--- src/hw/rtl/amlk_pkg.sv ---
// shared types, constants and keypad decode function for the adc moving average keypad unit
// no dependencies; imported by every module of the block
`default_nettype none

package amlk_pkg;

   // fixed field geometry
   localparam int SAMPLE_W   = 12;
   localparam int KEY_W      = 4;
   localparam int NUM_FIELDS = 8;

   // filter geometry
   localparam int WINDOW   = 3;
   localparam int CHANNELS = 8;

   localparam int CH_W      = (CHANNELS > 1) ? $clog2(CHANNELS) : 1;
   localparam int SLOT_W    = (WINDOW > 1) ? $clog2(WINDOW) : 1;
   localparam int CNT_W     = $clog2(WINDOW + 1);
   localparam int WIN_DEPTH = CHANNELS * WINDOW;
   localparam int WADDR_W   = (WIN_DEPTH > 1) ? $clog2(WIN_DEPTH) : 1;
   localparam int SUM_W     = $clog2(WINDOW * ((1 << SAMPLE_W) - 1) + 1);

   // divide by WINDOW as multiply by reciprocal, exact for any sum below 2**SUM_W
   localparam int RECIP_SHIFT = SUM_W + 5;
   localparam int RECIP_W     = RECIP_SHIFT + 1;
   localparam int PROD_W      = SUM_W + RECIP_W;
   localparam logic [RECIP_W-1:0] RECIP = RECIP_W'((1 << RECIP_SHIFT) / WINDOW + 1);

   // keypad ladder
   localparam int LADDER_SCALE  = 120;
   localparam int LADDER_FULL   = 4096;
   localparam int LADDER_P_W    = $clog2(LADDER_SCALE * ((1 << SAMPLE_W) - 1) + 1);
   localparam int KEY_BANDS     = 11;
   localparam int BAND_FIRST_LO = 5;
   localparam int BAND_FIRST_HI = 15;
   localparam int BAND_STEP     = 10;
   localparam int CANCEL_LO     = 105;
   localparam int NONE_HI       = 5;

   localparam logic [KEY_W-1:0] KEY_DIGIT0 = 4'd0;
   localparam logic [KEY_W-1:0] KEY_CANCEL = 4'd11;
   localparam logic [KEY_W-1:0] KEY_NONE   = 4'd12;

   typedef struct packed {
      logic [SAMPLE_W-1:0] sample_ch0;
      logic [SAMPLE_W-1:0] sample_ch1;
      logic [SAMPLE_W-1:0] sample_ch2;
      logic [SAMPLE_W-1:0] sample_ch3;
      logic [SAMPLE_W-1:0] sample_ch4;
      logic [SAMPLE_W-1:0] sample_ch5;
      logic [SAMPLE_W-1:0] sample_ch6;
      logic [SAMPLE_W-1:0] sample_ch7;
   } req_data_type;

   typedef struct packed {
      logic [SAMPLE_W-1:0] mean_ch0;
      logic [SAMPLE_W-1:0] mean_ch1;
      logic [SAMPLE_W-1:0] mean_ch2;
      logic [SAMPLE_W-1:0] mean_ch3;
      logic [SAMPLE_W-1:0] mean_ch4;
      logic [SAMPLE_W-1:0] mean_ch5;
      logic [SAMPLE_W-1:0] mean_ch6;
      logic [SAMPLE_W-1:0] mean_ch7;
      logic [KEY_W-1:0]    key_code;
   } rsp_data_type;

   // one channel step from the sequencer into the channel path
   typedef struct packed {
      logic                valid;
      logic [CH_W-1:0]     ch;
      logic [SLOT_W-1:0]   slot;
      logic [SAMPLE_W-1:0] sample;
      logic                old_ok;
      logic                sum_ok;
   } step_type;

   // one channel mean from the channel path into the collector
   typedef struct packed {
      logic                valid;
      logic [CH_W-1:0]     ch;
      logic [SAMPLE_W-1:0] mean;
   } mean_type;

   // open bands give a digit or confirm, at or above the top band's upper edge cancel, below the
   // first none, exactly on any other edge the held code stays
   function automatic logic [KEY_W-1:0] key_decode(input logic [SAMPLE_W-1:0] mean,
                                                   input logic [KEY_W-1:0]    held);
      logic [LADDER_P_W-1:0] p;
      logic [KEY_W-1:0]      key;
      logic                  hit;
      p   = LADDER_P_W'(mean) * LADDER_P_W'(LADDER_SCALE);
      key = held;
      hit = 1'b0;
      for (int k = 0; k < KEY_BANDS; k++) begin
         if (!hit && (p > LADDER_P_W'((BAND_FIRST_LO + BAND_STEP * k) * LADDER_FULL))
                  && (p < LADDER_P_W'((BAND_FIRST_HI + BAND_STEP * k) * LADDER_FULL))) begin
            key = KEY_W'(k);
            hit = 1'b1;
         end
      end
      if (!hit) begin
         priority if (p > LADDER_P_W'(CANCEL_LO * LADDER_FULL)) begin
            key = KEY_CANCEL;
         end else if (p < LADDER_P_W'(NONE_HI * LADDER_FULL)) begin
            key = KEY_NONE;
         end else begin
            key = held;
         end
      end
      return key;
   endfunction

endpackage

`default_nettype wire

--- src/hw/rtl/amlk_seq.sv ---
// frame register and channel sequencer: takes one frame, issues one channel step per cycle
// depends on amlk_pkg
`default_nettype none

module amlk_seq (
   input  wire logic                  clock,
   input  wire logic                  reset,
   input  wire logic                  req_valid,
   output logic                       req_stall,
   input  wire amlk_pkg::req_data_type req_data,
   input  wire logic                  rsp_transfer,
   output amlk_pkg::step_type         step
);
   import amlk_pkg::*;

   localparam logic [1:0] INFLIGHT_MAX = 2'd2;

   logic [SAMPLE_W-1:0] req_samples [NUM_FIELDS];
   logic [SAMPLE_W-1:0] frame_ff [CHANNELS];
   logic [SAMPLE_W-1:0] frame_in [CHANNELS];
   logic                busy_ff, busy_in;
   logic [CH_W-1:0]     ch_ff, ch_in;
   logic [SLOT_W-1:0]   slot_ff, slot_in;
   logic [SLOT_W-1:0]   ptr_ff, ptr_in;
   logic [CNT_W-1:0]    cnt_ff, cnt_in;
   logic                old_ok_ff, old_ok_in;
   logic                sum_ok_ff, sum_ok_in;
   logic [1:0]          inflight_ff, inflight_in;
   logic                last_step;
   logic                req_transfer;

   always_comb begin
      req_samples[0] = req_data.sample_ch0;
      req_samples[1] = req_data.sample_ch1;
      req_samples[2] = req_data.sample_ch2;
      req_samples[3] = req_data.sample_ch3;
      req_samples[4] = req_data.sample_ch4;
      req_samples[5] = req_data.sample_ch5;
      req_samples[6] = req_data.sample_ch6;
      req_samples[7] = req_data.sample_ch7;
   end

   assign last_step    = busy_ff && (ch_ff == CH_W'(CHANNELS - 1));
   // at most two frames between acceptance and delivery: one assembling, one in the output
   assign req_stall    = !((!busy_ff || last_step) && (inflight_ff < INFLIGHT_MAX));
   assign req_transfer = req_valid && !req_stall;

   always_comb begin
      frame_in    = frame_ff;
      busy_in     = busy_ff;
      ch_in       = ch_ff;
      slot_in     = slot_ff;
      ptr_in      = ptr_ff;
      cnt_in      = cnt_ff;
      old_ok_in   = old_ok_ff;
      sum_ok_in   = sum_ok_ff;
      inflight_in = inflight_ff;
      if (busy_ff) begin
         ch_in = ch_ff + CH_W'(1);
         if (last_step) begin
            busy_in = 1'b0;
            ch_in   = '0;
         end
      end
      if (req_transfer) begin
         for (int c = 0; c < CHANNELS; c++) begin
            frame_in[c] = req_samples[c];
         end
         busy_in   = 1'b1;
         ch_in     = '0;
         slot_in   = ptr_ff;
         // window entries count as zero until WINDOW frames have gone by
         old_ok_in = (cnt_ff == CNT_W'(WINDOW));
         sum_ok_in = (cnt_ff != '0);
         ptr_in    = (ptr_ff == SLOT_W'(WINDOW - 1)) ? '0 : ptr_ff + SLOT_W'(1);
         cnt_in    = (cnt_ff == CNT_W'(WINDOW)) ? cnt_ff : cnt_ff + CNT_W'(1);
      end
      unique case ({req_transfer, rsp_transfer})
         2'b10:   inflight_in = inflight_ff + 2'd1;
         2'b01:   inflight_in = inflight_ff - 2'd1;
         default: inflight_in = inflight_ff;
      endcase
   end

   always_ff @(posedge clock) begin
      if (reset) begin
         busy_ff     <= 1'b0;
         ch_ff       <= '0;
         ptr_ff      <= '0;
         cnt_ff      <= '0;
         inflight_ff <= '0;
      end else begin
         busy_ff     <= busy_in;
         ch_ff       <= ch_in;
         ptr_ff      <= ptr_in;
         cnt_ff      <= cnt_in;
         inflight_ff <= inflight_in;
      end
   end

   always_ff @(posedge clock) begin
      frame_ff  <= frame_in;
      slot_ff   <= slot_in;
      old_ok_ff <= old_ok_in;
      sum_ok_ff <= sum_ok_in;
   end

   always_comb begin
      step.valid  = busy_ff;
      step.ch     = ch_ff;
      step.slot   = slot_ff;
      step.sample = frame_ff[ch_ff];
      step.old_ok = old_ok_ff;
      step.sum_ok = sum_ok_ff;
   end

endmodule

`default_nettype wire

--- src/hw/rtl/amlk_chan_path.sv ---
// shared channel path: window and running-sum memories, read-modify-write, divide by window
// depends on amlk_pkg
`default_nettype none

module amlk_chan_path (
   input  wire logic              clock,
   input  wire logic              reset,
   input  wire amlk_pkg::step_type step,
   output amlk_pkg::mean_type     mean_step
);
   import amlk_pkg::*;

   logic [SAMPLE_W-1:0] win_mem_ff [WIN_DEPTH];
   logic [SUM_W-1:0]    sum_mem_ff [CHANNELS];

   logic [WADDR_W-1:0]  rd_addr;
   logic [SAMPLE_W-1:0] win_rd_ff;
   logic [SUM_W-1:0]    sum_rd_ff;

   // read stage
   logic                s1_valid_ff, s1_valid_in;
   logic [CH_W-1:0]     s1_ch_ff, s1_ch_in;
   logic [WADDR_W-1:0]  s1_addr_ff, s1_addr_in;
   logic [SAMPLE_W-1:0] s1_sample_ff, s1_sample_in;
   logic                s1_old_ok_ff, s1_old_ok_in;
   logic                s1_sum_ok_ff, s1_sum_ok_in;
   logic                s1_fwd_win_ff, s1_fwd_win_in;
   logic                s1_fwd_sum_ff, s1_fwd_sum_in;

   // update stage
   logic                s2_valid_ff, s2_valid_in;
   logic [CH_W-1:0]     s2_ch_ff, s2_ch_in;
   logic [SAMPLE_W-1:0] s2_sample_ff, s2_sample_in;
   logic [SUM_W-1:0]    s2_sum_ff, s2_sum_in;
   logic [SAMPLE_W-1:0] old_val;
   logic [SUM_W-1:0]    sum_val;
   logic [SUM_W:0]      new_sum_wide;

   // divide stage
   logic                m_valid_ff, m_valid_in;
   logic [CH_W-1:0]     m_ch_ff, m_ch_in;
   logic [SAMPLE_W-1:0] m_mean_ff, m_mean_in;
   logic [PROD_W-1:0]   prod;

   assign rd_addr = WADDR_W'(step.ch) * WADDR_W'(WINDOW) + WADDR_W'(step.slot);

   always_comb begin
      s1_valid_in   = step.valid;
      s1_ch_in      = step.ch;
      s1_addr_in    = rd_addr;
      s1_sample_in  = step.sample;
      s1_old_ok_in  = step.old_ok;
      s1_sum_ok_in  = step.sum_ok;
      // entry written back this cycle misses the read: take it from the update stage instead
      s1_fwd_win_in = s1_valid_ff && (s1_addr_ff == rd_addr);
      s1_fwd_sum_in = s1_valid_ff && (s1_ch_ff == step.ch);
   end

   always_comb begin
      old_val = '0;
      if (s1_old_ok_ff) begin
         old_val = s1_fwd_win_ff ? s2_sample_ff : win_rd_ff;
      end
      sum_val = '0;
      if (s1_sum_ok_ff) begin
         sum_val = s1_fwd_sum_ff ? s2_sum_ff : sum_rd_ff;
      end
      new_sum_wide = {1'b0, sum_val} - (SUM_W + 1)'(old_val) + (SUM_W + 1)'(s1_sample_ff);
      s2_valid_in  = s1_valid_ff;
      s2_ch_in     = s1_ch_ff;
      s2_sample_in = s1_sample_ff;
      s2_sum_in    = new_sum_wide[SUM_W-1:0];
   end

   always_comb begin
      prod       = PROD_W'(s2_sum_ff) * PROD_W'(RECIP);
      m_valid_in = s2_valid_ff;
      m_ch_in    = s2_ch_ff;
      m_mean_in  = prod[RECIP_SHIFT +: SAMPLE_W];
   end

   // memories: one read and one write port each
   always_ff @(posedge clock) begin
      win_rd_ff <= win_mem_ff[rd_addr];
      sum_rd_ff <= sum_mem_ff[step.ch];
      if (s1_valid_ff) begin
         win_mem_ff[s1_addr_ff] <= s1_sample_ff;
         sum_mem_ff[s1_ch_ff]   <= s2_sum_in;
      end
   end

   always_ff @(posedge clock) begin
      if (reset) begin
         s1_valid_ff <= 1'b0;
         s2_valid_ff <= 1'b0;
         m_valid_ff  <= 1'b0;
      end else begin
         s1_valid_ff <= s1_valid_in;
         s2_valid_ff <= s2_valid_in;
         m_valid_ff  <= m_valid_in;
      end
   end

   always_ff @(posedge clock) begin
      s1_ch_ff      <= s1_ch_in;
      s1_addr_ff    <= s1_addr_in;
      s1_sample_ff  <= s1_sample_in;
      s1_old_ok_ff  <= s1_old_ok_in;
      s1_sum_ok_ff  <= s1_sum_ok_in;
      s1_fwd_win_ff <= s1_fwd_win_in;
      s1_fwd_sum_ff <= s1_fwd_sum_in;
      s2_ch_ff      <= s2_ch_in;
      s2_sample_ff  <= s2_sample_in;
      s2_sum_ff     <= s2_sum_in;
      m_ch_ff       <= m_ch_in;
      m_mean_ff     <= m_mean_in;
   end

   always_comb begin
      mean_step.valid = m_valid_ff;
      mean_step.ch    = m_ch_ff;
      mean_step.mean  = m_mean_ff;
   end

endmodule

`default_nettype wire

--- src/hw/rtl/amlk_collect.sv ---
// result collector: gathers channel means, decodes and holds the key, output register
// depends on amlk_pkg
`default_nettype none

module amlk_collect (
   input  wire logic              clock,
   input  wire logic              reset,
   input  wire amlk_pkg::mean_type mean_step,
   output logic                   rsp_valid,
   input  wire logic              rsp_stall,
   output amlk_pkg::rsp_data_type rsp_data,
   output logic                   rsp_transfer
);
   import amlk_pkg::*;

   logic [SAMPLE_W-1:0] asm_mean_ff [CHANNELS];
   logic [SAMPLE_W-1:0] asm_mean_in [CHANNELS];
   logic [KEY_W-1:0]    asm_key_ff, asm_key_in;
   logic [KEY_W-1:0]    held_key_ff, held_key_in;
   logic                asm_done_ff, asm_done_in;
   logic                rsp_valid_ff, rsp_valid_in;
   rsp_data_type        rsp_data_ff, rsp_data_in;
   logic [SAMPLE_W-1:0] means8 [NUM_FIELDS];
   logic [KEY_W-1:0]    key_now;
   logic                key_write;
   logic                last_write;
   logic                move;

   assign key_now    = key_decode(mean_step.mean, held_key_ff);
   assign key_write  = mean_step.valid && (mean_step.ch == '0);
   assign last_write = mean_step.valid && (mean_step.ch == CH_W'(CHANNELS - 1));
   assign move       = asm_done_ff && (!rsp_valid_ff || !rsp_stall);

   always_comb begin
      for (int c = 0; c < NUM_FIELDS; c++) begin
         means8[c] = '0;
      end
      for (int c = 0; c < CHANNELS; c++) begin
         means8[c] = asm_mean_ff[c];
      end
   end

   always_comb begin
      asm_mean_in = asm_mean_ff;
      asm_key_in  = asm_key_ff;
      held_key_in = held_key_ff;
      if (mean_step.valid) begin
         asm_mean_in[mean_step.ch] = mean_step.mean;
      end
      if (key_write) begin
         held_key_in = key_now;
         asm_key_in  = key_now;
      end
      asm_done_in = last_write ? 1'b1 : (move ? 1'b0 : asm_done_ff);

      rsp_data_in = rsp_data_ff;
      if (move) begin
         rsp_data_in.mean_ch0 = means8[0];
         rsp_data_in.mean_ch1 = means8[1];
         rsp_data_in.mean_ch2 = means8[2];
         rsp_data_in.mean_ch3 = means8[3];
         rsp_data_in.mean_ch4 = means8[4];
         rsp_data_in.mean_ch5 = means8[5];
         rsp_data_in.mean_ch6 = means8[6];
         rsp_data_in.mean_ch7 = means8[7];
         rsp_data_in.key_code = asm_key_ff;
      end
      rsp_valid_in = move || (rsp_valid_ff && rsp_stall);
   end

   always_ff @(posedge clock) begin
      if (reset) begin
         held_key_ff  <= KEY_DIGIT0;
         asm_done_ff  <= 1'b0;
         rsp_valid_ff <= 1'b0;
      end else begin
         held_key_ff  <= held_key_in;
         asm_done_ff  <= asm_done_in;
         rsp_valid_ff <= rsp_valid_in;
      end
   end

   always_ff @(posedge clock) begin
      asm_mean_ff <= asm_mean_in;
      asm_key_ff  <= asm_key_in;
      rsp_data_ff <= rsp_data_in;
   end

   assign rsp_valid    = rsp_valid_ff;
   assign rsp_data     = rsp_data_ff;
   assign rsp_transfer = rsp_valid_ff && !rsp_stall;

   // a finished frame is never overwritten before it moves to the output
   a_no_overwrite: assert property (@(posedge clock) disable iff (reset)
      mean_step.valid |-> (!asm_done_ff || move))
      else $error("assembly overwritten while a finished frame waits");

   a_done_moves: assert property (@(posedge clock) disable iff (reset)
      (asm_done_ff && !rsp_valid_ff) |=> rsp_valid_ff)
      else $error("finished frame did not reach the output register");

   a_held_key: assert property (@(posedge clock) disable iff (reset)
      !key_write |=> $stable(held_key_ff))
      else $error("held key changed without a channel 0 mean");

   a_key_range: assert property (@(posedge clock) disable iff (reset)
      rsp_valid_ff |-> (rsp_data_ff.key_code <= KEY_NONE))
      else $error("key code out of range");

endmodule

`default_nettype wire

--- src/hw/rtl/adc_moving_average_ladder_keypad_unit.sv ---
// result path: the frame register, the read, update and divide stages and the assembly
// done flag lead to the output register and rsp_valid when the output is free
// throughput: while under two frames are in flight, a new frame is taken on the last channel
// step of the one before; the single channel path serves one channel per cycle over one port
// of each state memory; reset clears control synchronously, the window reads as zeros
// through a frame fill count, no clearing pass, and the held key starts as digit 0
`default_nettype none

module adc_moving_average_ladder_keypad_unit (
   input  wire logic                  clock,
   input  wire logic                  reset,
   // frame input
   input  wire logic                  req_valid,
   output logic                       req_stall,
   input  wire amlk_pkg::req_data_type req_data,
   // result output
   output logic                       rsp_valid,
   input  wire logic                  rsp_stall,
   output amlk_pkg::rsp_data_type     rsp_data
);
   import amlk_pkg::*;

   // sequencer -> channel path: one channel step per cycle
   step_type step;
   // channel path -> collector: one channel mean per cycle, registered through the read, update and divide stages
   mean_type mean_step;
   // collector -> sequencer: result transfer, releases a frame credit
   logic     rsp_transfer;

   // frame register, channel counter, window pointer and fill count, frame credits
   amlk_seq u_seq (
      .clock        (clock),
      .reset        (reset),
      .req_valid    (req_valid),
      .req_stall    (req_stall),
      .req_data     (req_data),
      .rsp_transfer (rsp_transfer),
      .step         (step)
   );

   // read window entry and running sum, subtract oldest, add newest, write back,
   // then multiply by the reciprocal of the window length
   amlk_chan_path u_chan_path (
      .clock     (clock),
      .reset     (reset),
      .step      (step),
      .mean_step (mean_step)
   );

   // assembly of the eight means, keypad decode on channel 0, output register
   amlk_collect u_collect (
      .clock        (clock),
      .reset        (reset),
      .mean_step    (mean_step),
      .rsp_valid    (rsp_valid),
      .rsp_stall    (rsp_stall),
      .rsp_data     (rsp_data),
      .rsp_transfer (rsp_transfer)
   );

endmodule

`default_nettype wire

--- config.mk ---
export PLATFORM = sky130hd
export DESIGN_NAME = adc_moving_average_ladder_keypad_unit
export DESIGN_NICKNAME = d
export VERILOG_FILES = /design/src/hw/rtl/amlk_pkg.sv /design/src/hw/rtl/amlk_seq.sv /design/src/hw/rtl/amlk_chan_path.sv /design/src/hw/rtl/amlk_collect.sv /design/src/hw/rtl/adc_moving_average_ladder_keypad_unit.sv
export SDC_FILE = /design/constraint.sdc
export NUM_CORES = 1
export LEC_CHECK = 0
export BUFFER_PORTS_ARGS = -buffer_cell sky130_fd_sc_hd__buf_2
export CAP_MARGIN = 25
export CORE_MARGIN = 2
export CORE_UTILIZATION = 35
export DETAILED_ROUTE_END_ITERATION = 6
export MAX_ROUTING_LAYER = met4
export REMOVE_ABC_BUFFERS = 1
export SLEW_MARGIN = 10
export SYNTH_ARGS = -nofsm -noshare
export SYNTH_HDL_FRONTEND = slang
export SYNTH_SLANG_ARGS = --single-unit
--- constraint.sdc ---
create_clock -name clock -period 8.45 [get_ports clock]
set_input_delay 1.2675 -clock clock [delete_from_list [all_inputs] [get_ports clock]]
set_output_delay 1.2675 -clock clock [all_outputs]
set_load 0.1 [all_outputs]
* Yosys cells after proc, flatten, opt, wreduce, memory -nomap -nowiden
Memory sizes are Yosys's and may differ from the RTL's. A register that Yosys moved wholly into a read port is not among the register bits.
Cells that the tools add are included.
** Storage, ports and cells
- Register bits after elaboration :: 387
- RAM bits :: 400
- Bits of input ports :: 100
- Output and inout port bits :: 102
- Logic and storage cells :: 203
- Memories :: 2
** Cells by class
- $add $sub $neg :: 8
- $mul :: 3
- Magnitude comparators :: 27
- Eq/ne operators :: 8
- Mux-type cells :: 45
- Bitwise logic cells :: 3
- Reductions and logical operators :: 55
** Memories
- u_chan_path.win_mem_ff :: depth 24, bits a word 12, read ports 1, clocked after memory_dff 1, write ports 1, line amlk_chan_path.sv:13 : logic [SAMPLE_W-1:0] win_mem_ff [WIN_DEPTH];
- u_chan_path.sum_mem_ff :: depth 8, bits a word 14, read ports 1, clocked after memory_dff 1, write ports 1, line amlk_chan_path.sv:14 : logic [SUM_W-1:0] sum_mem_ff [CHANNELS];
** Operators by type and width (count)
- 19-bit < comparator (second input constant) :: 6
- 96-bit bitwise mux :: 1
- 19-bit greater-than comparator (second input constant) :: 5
- 12-bit two-way mux :: 5
- 19-bit by 18-bit greater-than comparator with 1-bit output (second input constant) :: 3
- 19-bit by 18-bit < comparator with 1-bit output (second input constant) :: 3
- 4-bit two-way mux :: 14
- 12-bit binary-select mux with 3-bit select :: 1
- 12-bit demux with 3-bit select :: 1
- 1-bit logical AND :: 32
- 14-bit by 18-bit multiplier with 31-bit output (second input constant) :: 1
- 14-bit two-way mux :: 2
- 19-bit by 15-bit greater-than comparator with 1-bit output (second input constant) :: 1
- 19-bit by 16-bit greater-than comparator with 1-bit output (second input constant) :: 1
- 19-bit by 17-bit greater-than comparator with 1-bit output (second input constant) :: 1
- 19-bit by 15-bit < comparator with 1-bit output (second input constant) :: 1
- 19-bit by 16-bit < comparator with 1-bit output (second input constant) :: 1
- 19-bit by 17-bit < comparator with 1-bit output (second input constant) :: 1
- 1-bit two-way mux :: 18
- 12-bit by 4-bit multiplier with 16-bit output (second input constant) :: 1
- 14-bit by 12-bit adder with 14-bit output :: 1
- 1-bit logical NOT :: 14
- 14-bit by 12-bit subtractor with 14-bit output :: 1
- 4-bit greater-or-equal comparator (second input constant) :: 2
- 22 further kinds :: 32

* Logic depth before layout (Yosys ltp)
Gate-level depths: netlist (run 1).
- Word-level depth :: 45
- Mapped depth :: 22
- Gate-level depth less buffers :: 22

* Hierarchy
From an unflattened synthesis (run 1), not the netlist that was laid out.
** Unflattened totals
- Cell total of the unflattened synthesis :: 2030
- Area total of the unflattened synthesis :: 35072.4 um^2
** By module, submodules not included
- amlk_chan_path :: times used 1, cells an instance 1318, area an instance 22381.5 um^2
- amlk_collect :: times used 1, cells an instance 512, area an instance 8366.8 um^2
- amlk_seq :: times used 1, cells an instance 200, area an instance 4324.1 um^2

* Worst setup path before layout (run 1)
No wires, ideal clock.
- Path kind :: input port to flip-flop
- From :: in rsp_stall
- To :: reg u_collect.rsp_data_ff, in the netlist u_collect.rsp_data[0] (enable)
- Setup time :: 710 ps
- Arrival :: 8515 ps
- Required time :: 7740 ps
- Slack :: -775 ps
- Stages :: 1
- Buffers on the path :: 0
- Path through :: a21boi_0
** On the way
- Word-level cells in the longest chain between the ends :: 3
** RTL lines
- start: declaration :: line adc_moving_average_ladder_keypad_unit.sv:18 : input wire logic rsp_stall,
- 1-bit logical NOT :: line amlk_collect.sv:32 : assign move = asm_done_ff && (!rsp_valid_ff || !rsp_stall);
- 1-bit logical OR :: line amlk_collect.sv:32
- 1-bit logical AND :: line amlk_collect.sv:32
- end signal: assignment :: line amlk_collect.sv:86 : rsp_data_ff <= rsp_data_in;
- end: declaration :: line amlk_collect.sv:22 : rsp_data_type rsp_data_ff, rsp_data_in;
Every way passes these cells.
A chain may end at the register's enable or synchronous reset.

* Final worst setup path (run 1)
- From :: reg u_chan_path.s2_sum_ff[2]
- To :: reg u_chan_path.m_mean_ff[11]
** On the way
- Word-level cells in the longest chain between the ends :: 1
** RTL lines
- start: declaration :: line amlk_chan_path.sv:34 : logic [SUM_W-1:0] s2_sum_ff, s2_sum_in;
- start signal: assignment :: line amlk_chan_path.sv:114 : s2_sum_ff <= s2_sum_in;
- 14-bit by 18-bit multiplier with 31-bit output :: line amlk_chan_path.sv:76 : prod = PROD_W'(s2_sum_ff) * PROD_W'(RECIP);
- named net u_chan_path.m_mean_in[11] :: line amlk_chan_path.sv:42 : logic [SAMPLE_W-1:0] m_mean_ff, m_mean_in;
- end signal: assignment :: line amlk_chan_path.sv:116 : m_mean_ff <= m_mean_in;
- end: declaration :: line amlk_chan_path.sv:42
The timed path passes the listed nets, and every way through them passes these cells.

==> results of run 1 <==
-- state kept, by name (all words and copies together) (netlist names), 5 cells and up --
| name | cells |
|---|---|
| u_chan_path.m_mean_ff | 12 |
| u_chan_path.s1_addr_ff | 5 |
| u_chan_path.s1_sample_ff | 12 |
| u_chan_path.s2_sample_ff | 12 |
| u_chan_path.s2_sum_ff | 14 |
| u_chan_path.sum_mem_ff | 112 |
| u_chan_path.sum_rd_ff | 14 |
| u_chan_path.win_mem_ff | 288 |
| u_chan_path.win_rd_ff | 12 |
| u_collect.asm_mean_ff | 96 |
| u_collect.rsp_data | 100 |
| u_seq.frame_ff | 96 |
-- worst max-delay path, stage by stage, from the launching register on --
cell and delay (ns):
dfxtp_1 0.35, ha_1 0.24, fa_1 0.41, inv_1 0.17, fa_1 0.45, fa_1 0.49
fa_1 0.56, inv_1 0.06, fa_1 0.45, ha_1 0.32, a21o_1 0.16, a2111oi_0 0.42
o21ai_0 0.14, a221oi_1 0.49, o21ai_0 0.26, a41oi_1 0.40, o21ai_0 0.20, a21o_1 0.23
a21o_1 0.20, a21oi_1 0.18, xnor2_1 0.13
-- cell usage in the layout (no fill, tap or decap), drive strengths merged, types with 8 or more instances in the layout --
master	instances
clkbuf	102
a21oi	36
a21o	10
nor3	25
nand2	62
mux2i	25
or3	8
dfxtp	113
ha	142
buf	271
clkinv	31
mux2	40
fa	94
nand3	12
nor2b	27
o21ai	39
nor2	88
edfxtp	700
xnor2	33
xor2	18
mux4	136
nand2b	11
a211oi	9
inv	174
bufinv	15
-- per-layer routing --
metal  routed length (um)  GRT usage, %  vias to the layer above  part of all wire [%]
met2                33300         23.17                      495                    48
met1                30540         18.82                     8825                    44
li1                     -             -                     7934                     -
met5                    0             -                        -                     0
met4                 1878         4.759                        0                   2.7
met3                 3507         2.348                      115                   5.1
-- area by class of cell --
| cell class | instances | area, um^2 | share of cell area [%] |
|---|---|---|---|
| Sequential cell | 813 | 23290 | 57.57 |
| Clock buffer | 102 | 2261 | 5.589 |
| Multi-Input combinational cell | 904 | 10280 | 25.41 |
| Tap cell | 1276 | 1597 | 3.947 |
| Clock inverter | 53 | 729.5 | 1.803 |
| Timing Repair Buffer | 271 | 1652 | 4.083 |
| Inverter | 171 | 644.4 | 1.593 |
-- worst max path at each step --
stage | start | to | slack, ns | cells after the start
global route | u_chan_path.s2_sum_ff[2] | u_chan_path.m_mean_ff[11] | 1.62 | 20
finish | u_chan_path.s2_sum_ff[2] | u_chan_path.m_mean_ff[11] | 2.07 | 20
floorplan | rsp_stall | u_collect.rsp_data[0] | -0.77 | 1
detailed placement | u_chan_path.s2_sum_ff[10] | u_chan_path.m_mean_ff[11] | 2.06 | 20
global placement | u_chan_path.s2_sum_ff[2] | u_chan_path.m_mean_ff[11] | 2.10 | 20
CTS | u_chan_path.s2_sum_ff[2] | u_chan_path.m_mean_ff[11] | 2.05 | 20
-- metrics by stage --
step	cell area [um^2]	hold slack, ns	std cells
2_1_floorplan	34120	0.3096	1888
3_3_place_gp	37210	0.3198	3418
3_5_place_dp	37340	0.3212	3428
4_1_cts	40330	0.3404	3583
5_1_grt	40450	0.3476	3590
6_report	40450	0.3323	3590
-- cells by family after synthesis --
family,Yosys count,share of synthesized area (%)
buffers and inverters,229,2.578
AOI/OAI and AO/OA,152,3.084
muxes,201,10.95
xor gates and xnor gates,51,1.300
and+or+nand+nor,264,3.681
DFF,813,67.76
adders and majority gates,236,10.65
==> flow_metrics.py, run 1 <==
metrics = {
    "synthesis": {
        "synthArstFlopShare_pct": 0,
        "avgSynthCellArea_um2": 17.66,
        "ys_ff_latch": 813,
        "synth_flop_cell": "edfxtp_1",
        "yosysWarnings": 0,
        "synth_most_common_cell": "edfxtp_1",
        "synth_edf_count": 700,
        "synth.area.top_cells": "edfxtp_1 (61%), mux4_2 (8.9%), dfxtp_1 (6.6%)",
        "seq_area_frac_synth_pct": 67.76,
        "netlist_area_um2": 34360,
        "synth_cells": 1946,
        "synthTopCellsByCount": "edfxtp_1 (700), inv_1 (171), ha_1 (142)",
        "synth_top_area_share_pct": 61.17,
        "yosys.area.top_type": "edfxtp_1",
        "yosysUniqueCellTypes": 72,
    },
    "sta": {
        "max_clock_freq_ghz": 0.1567,
        "skew_ns": 0.02586,
        "fin_ws_ns": 2.069,
        "period_needed_ns": 6.381,
        "fin_setup_tns_ns": 0,
        "final_max_slew_viol_count": 0,
        "tightest_slew_ns": 1.004,
        "rsz0062_at_grt": "false",
        "hold_viol": 0,
        "setup_viol": 0,
        "period_share_pct": 75.51,
        "relSlewSlack_pct": 32.88,
    },
    "detailed_routing": {
        "vias_per_cell": 4.838,
        "drcViolationCount": 0,
        "drt_iter0_drc": 1063,
        "first_pass_iters": 7,
        "ant_nets": 0,
        "route.vias.total": 17370,
        "wire_per_inst_um": 19.28,
        "routed_wirelength_um": 69230,
    },
    "final_layout": {
        "final_util_pct": 41.70,
        "layout.nets": 2581,
        "drive_gt1_share_pct": 26.84,
        "antennaDiodeCount": 0,
        "area_growth_syn_to_layout_pct": 17.72,
        "n_fill_cell": 8656,
    },
    "critical_path": {
        "critical_path_required_ns": 9.03,
        "r2r_end": "u_chan_path.m_mean_ff[11]",
        "crit_arrival_ns": 6.96,
        "crit_path_end_kind": "flop",
        "path_class": "reg -> reg",
        "reg2reg_from": "u_chan_path.s2_sum_ff[2]",
        "r2r_slack_ns": 2.07,
        "start_kind": "flop",
        "r2r_cells": 20,
        "worstPathMaxFanout": 4,
    },
    "floorplanning": {
        "coreArea_um2": 96990,
        "num_rows": 114,
        "dieArea_um2": 100700,
        "chipHeight_um": 317.3,
        "fp.dieW_um": 317.3,
        "io_pins": 202,
        "initial_core_util_pct": 35.43,
    },
    "clock_network": {
        "numCtsBuffers": 84,
        "clk_pin_slew_ns": 0.06,
        "clk_latency_ns": 0.66,
        "cts_hold_buf": 0,
        "cts_buffer_depth": 3,
        "clockRootBuffer": "clkbuf_16",
        "ctsResizeCount": 0,
        "post_cts_buffers": 0,
        "cts_sinks": 813,
        "cts_tree": "yes",
        "htree_levels": 3,
    },
    "status": {
        "status": "finished, final reports clean",
    },
    "global_routing": {
        "grt_pass1_wl_um": 107000,
        "grt_overflow": 0,
        "grt_pass1_vias": 18100,
        "antenna_found_initial": 2,
        "grt_max_degree": 90,
        "grt_usage_pct": 14.46,
    },
    "hold_path": {
        "holdPathStages": 0,
        "min-delay-start": "u_chan_path.m_ch_in[0]",
        "whs_endpoint": "u_chan_path.m_ch_ff[0]",
        "min_path_type": "reg -> reg",
    },
    "placed_design": {
        "post-dp-hpwl_um": 45950,
        "place_congestion": 0.8163,
        "port_buffers": 201,
        "post-place-ws_ns": 2.057,
    },
    "run": {
        "drv_cap": 0,
    },
}
Power of run 1 is not shown: default switching activity piles up to over one toggle a cycle in this logic, so the estimate is an artifact.
==> run 2, diff against run 1 <==
Settings changed: ABC_AREA set to 1.
Clock period 8.45 ns to 5.6 ns, I/O delays scaled along.
==> run 2 against run 1 <==
Net effect:
- register-to-register slack worse by 1.8 ns
- fmax is 19% higher
- critical path depth stayed put
- cell area is 1.6% higher
- global-route usage is 1.2 points higher
- sequential cell count stayed put
- via count is 25% higher
- worst setup slack worse by 1.8 ns
- final cell count is 24% higher
- first-iteration DRC count is 43% higher
- critical endpoint is now u_chan_path.m_mean_ff[9]
- non-clock buffer count is 2 higher
- synthesized cell count is 46% higher
==> flow_metrics.py, run 2 <==
metrics = {
    "synthesis": {
        "avgSynthCellArea_um2": 12.46,
        "synth_compound_area_share_pct": 9.208,
        "synthAdderAreaFrac_pct": 10.37,
        "synth_xor_area_share_pct": 0.8190,
        "synth_flop_cell": "edfxtp_1",
        "netlist_area_um2": 35290,
        "synthMuxAreaShare_pct": 0,
        "synth_cells": 2832,
        "seq_area_frac_synth_pct": 65.97,
        "yosysWarnings": 0,
        "synth_edf_count": 700,
        "synthTopCellsByCount": "edfxtp_1 (700), nor2_1 (479), o21ai_0 (318)",
        "ys_ff_latch": 813,
        "synth-simple-area-share_pct": 9.707,
        "synth_top_area_share_pct": 59.56,
        "synth_most_common_cell": "edfxtp_1",
        "yosys.area.top_type": "edfxtp_1",
        "synth_top_family_by_area": "adder cells",
        "yosysUniqueCellTypes": 48,
        "synthArstFlopShare_pct": 0,
        "synth.area.top_cells": "edfxtp_1 (60%), dfxtp_1 (6.4%), fa_1 (5.3%)",
    },
    "final_layout": {
        "layout_commonest_cell": "edfxtp_1",
        "antennaDiodeCount": 0,
        "layout_common_cells": "edfxtp_1 (700), nor2_1 (478), o21ai_0 (318)",
        "top_register": "u_chan_path.win_mem_ff",
        "drive_gt1_share_pct": 15.40,
        "final_util_pct": 41.09,
        "largest_reg_flops": 288,
        "area_growth_syn_to_layout_pct": 16.43,
        "layout.nets": 3425,
        "fin_area_um2": 41090,
    },
    "clock_network": {
        "cts_sinks": 813,
        "htree_levels": 3,
        "clockRootBuffer": "clkbuf_16",
        "clk_pin_slew_ns": 0.06,
        "clk_latency_ns": 0.66,
        "ctsResizeCount": 0,
        "cts_hold_buf": 0,
        "cts_tree": "yes",
        "post_cts_buffers": 0,
        "numCtsBuffers": 86,
        "cts_buffer_depth": 3,
    },
    "critical_path": {
        "start_kind": "flop",
        "crit_path_end_kind": "flop",
        "path_class": "reg -> reg",
        "crit_arrival_ns": 5.92,
        "worstPathMaxFanout": 4,
        "r2r_cells": 20,
        "critical_path_required_ns": 6.18,
    },
    "detailed_routing": {
        "wire_per_inst_um": 17.58,
        "drcViolationCount": 0,
        "drt_iter0_drc": 1520,
        "route.vias.total": 21730,
        "ant_nets": 0,
        "first_pass_iters": 5,
        "vias_per_cell": 4.871,
        "routed_wirelength_um": 78400,
    },
    "global_routing": {
        "grt_overflow": 0,
        "antenna_found_initial": 2,
        "grt_pass1_wl_um": 122400,
        "grt_max_degree": 97,
        "grt_usage_pct": 15.66,
        "grt_pass1_vias": 21410,
    },
    "sta": {
        "rsz0062_at_grt": "false",
        "fin_ws_ns": 0.2577,
        "setup_viol": 0,
        "period_share_pct": 95.40,
        "relSlewSlack_pct": 35.40,
        "max_clock_freq_ghz": 0.1872,
        "skew_ns": 0.04095,
        "final_max_slew_viol_count": 0,
        "tightest_slew_ns": 0.9620,
        "period_needed_ns": 5.342,
        "hold_viol": 0,
    },
    "floorplanning": {
        "chipHeight_um": 321.5,
        "dieArea_um2": 103400,
        "num_rows": 116,
        "io_pins": 202,
        "initial_core_util_pct": 35.29,
        "fp.dieW_um": 321.5,
        "coreArea_um2": 100000,
    },
    "hold_path": {
        "holdPathStages": 0,
        "min_path_type": "reg -> reg",
    },
    "placed_design": {
        "port_buffers": 201,
        "dpl_cell_area_um2": 38150,
        "place_congestion": 0.8627,
        "post-place-ws_ns": 0.2595,
        "post-dp-hpwl_um": 50450,
    },
    "status": {
        "status": "finished, final reports clean",
    },
    "run": {
        "drv_cap": 0,
    },
}
==> run 2: cell types whose count changed in the layout (fill, tap and decap cells not counted), sizes merged, moves of 23 or more <==
cell    change
mux4      -136
o221ai     +25
o22ai      +74
nor2      +406
nand3      +57
mux2       -40
nor2b      -27
a21oi      +24
o21ai     +279
inv        +97
nand2     +155
a31oi      +34
xnor2      -23
mux2i      -25
==> run 2: final timing paths <==
kind,from,end,slack (ns)
setup / recovery,u_chan_path.s2_sum_ff[10],u_chan_path.m_mean_ff[9],0.26
hold / removal,u_chan_path.m_ch_in[0],u_chan_path.m_ch_ff[0],0.31
setup reg to reg,u_chan_path.s2_sum_ff[10],u_chan_path.m_mean_ff[9],0.26
hold reg to reg,u_chan_path.m_ch_in[0],u_chan_path.m_ch_ff[0],0.31
==> run 2: worst max-delay path, stage by stage (launching register included) <==
cell and delay, ns:
dfxtp_1 0.37, ha_1 0.37, inv_1 0.08, fa_1 0.50, fa_1 0.52, inv_1 0.05, fa_1 0.47, fa_1 0.57
fa_1 0.43, ha_1 0.36, a21oi_1 0.16, o21a_1 0.15, o21ai_0 0.09, a21oi_1 0.17, nor3_1 0.07, nor2_1 0.21
o21ai_0 0.17, nand2_1 0.09, o211ai_1 0.11, a21oi_1 0.19, xor2_1 0.16
==> run 2: area by class of cell <==
cell class | count | area [um^2]
multi-input combinational | 1650 | 10660
inverter | 265 | 998.5
clock buffer | 113 | 2352
timing repair buffer | 273 | 1605
tap | 1298 | 1624
sequential | 813 | 23290
clock inverter | 48 | 565.5
fill | 9276 | 58910
==> run 2: kinds of logic after synthesis <==
group / after synthesis
buffers and inverters: 369
XOR/XNOR: 33
AND/OR/NAND/NOR: 815
adder cells (fa/ha/maj): 236
AO/OA/AOI/OAI: 566
flip-flops: 813
==> run 2: per-layer routing <==
metal  vias up  wire (um)  global-route usage [%]
met1     10450      34560                   19.90
met3       124       4269                   2.666
met4         0       1808                   4.278
met2       648      37760                   25.90
li1      10510          -                       -
met5         -          0                       -
==> run 2: through the flow <==
step,setup TNS [ns],hold slack [ns],instances
global placement,0,0.3200,4289
global route,0,0.2973,4460
finish,0,0.3130,4460
floorplan,-79.63,0.3096,2728
detailed placement,0,0.3144,4298
CTS,0,0.2822,4459
Power of run 2 is left out for the same reason.
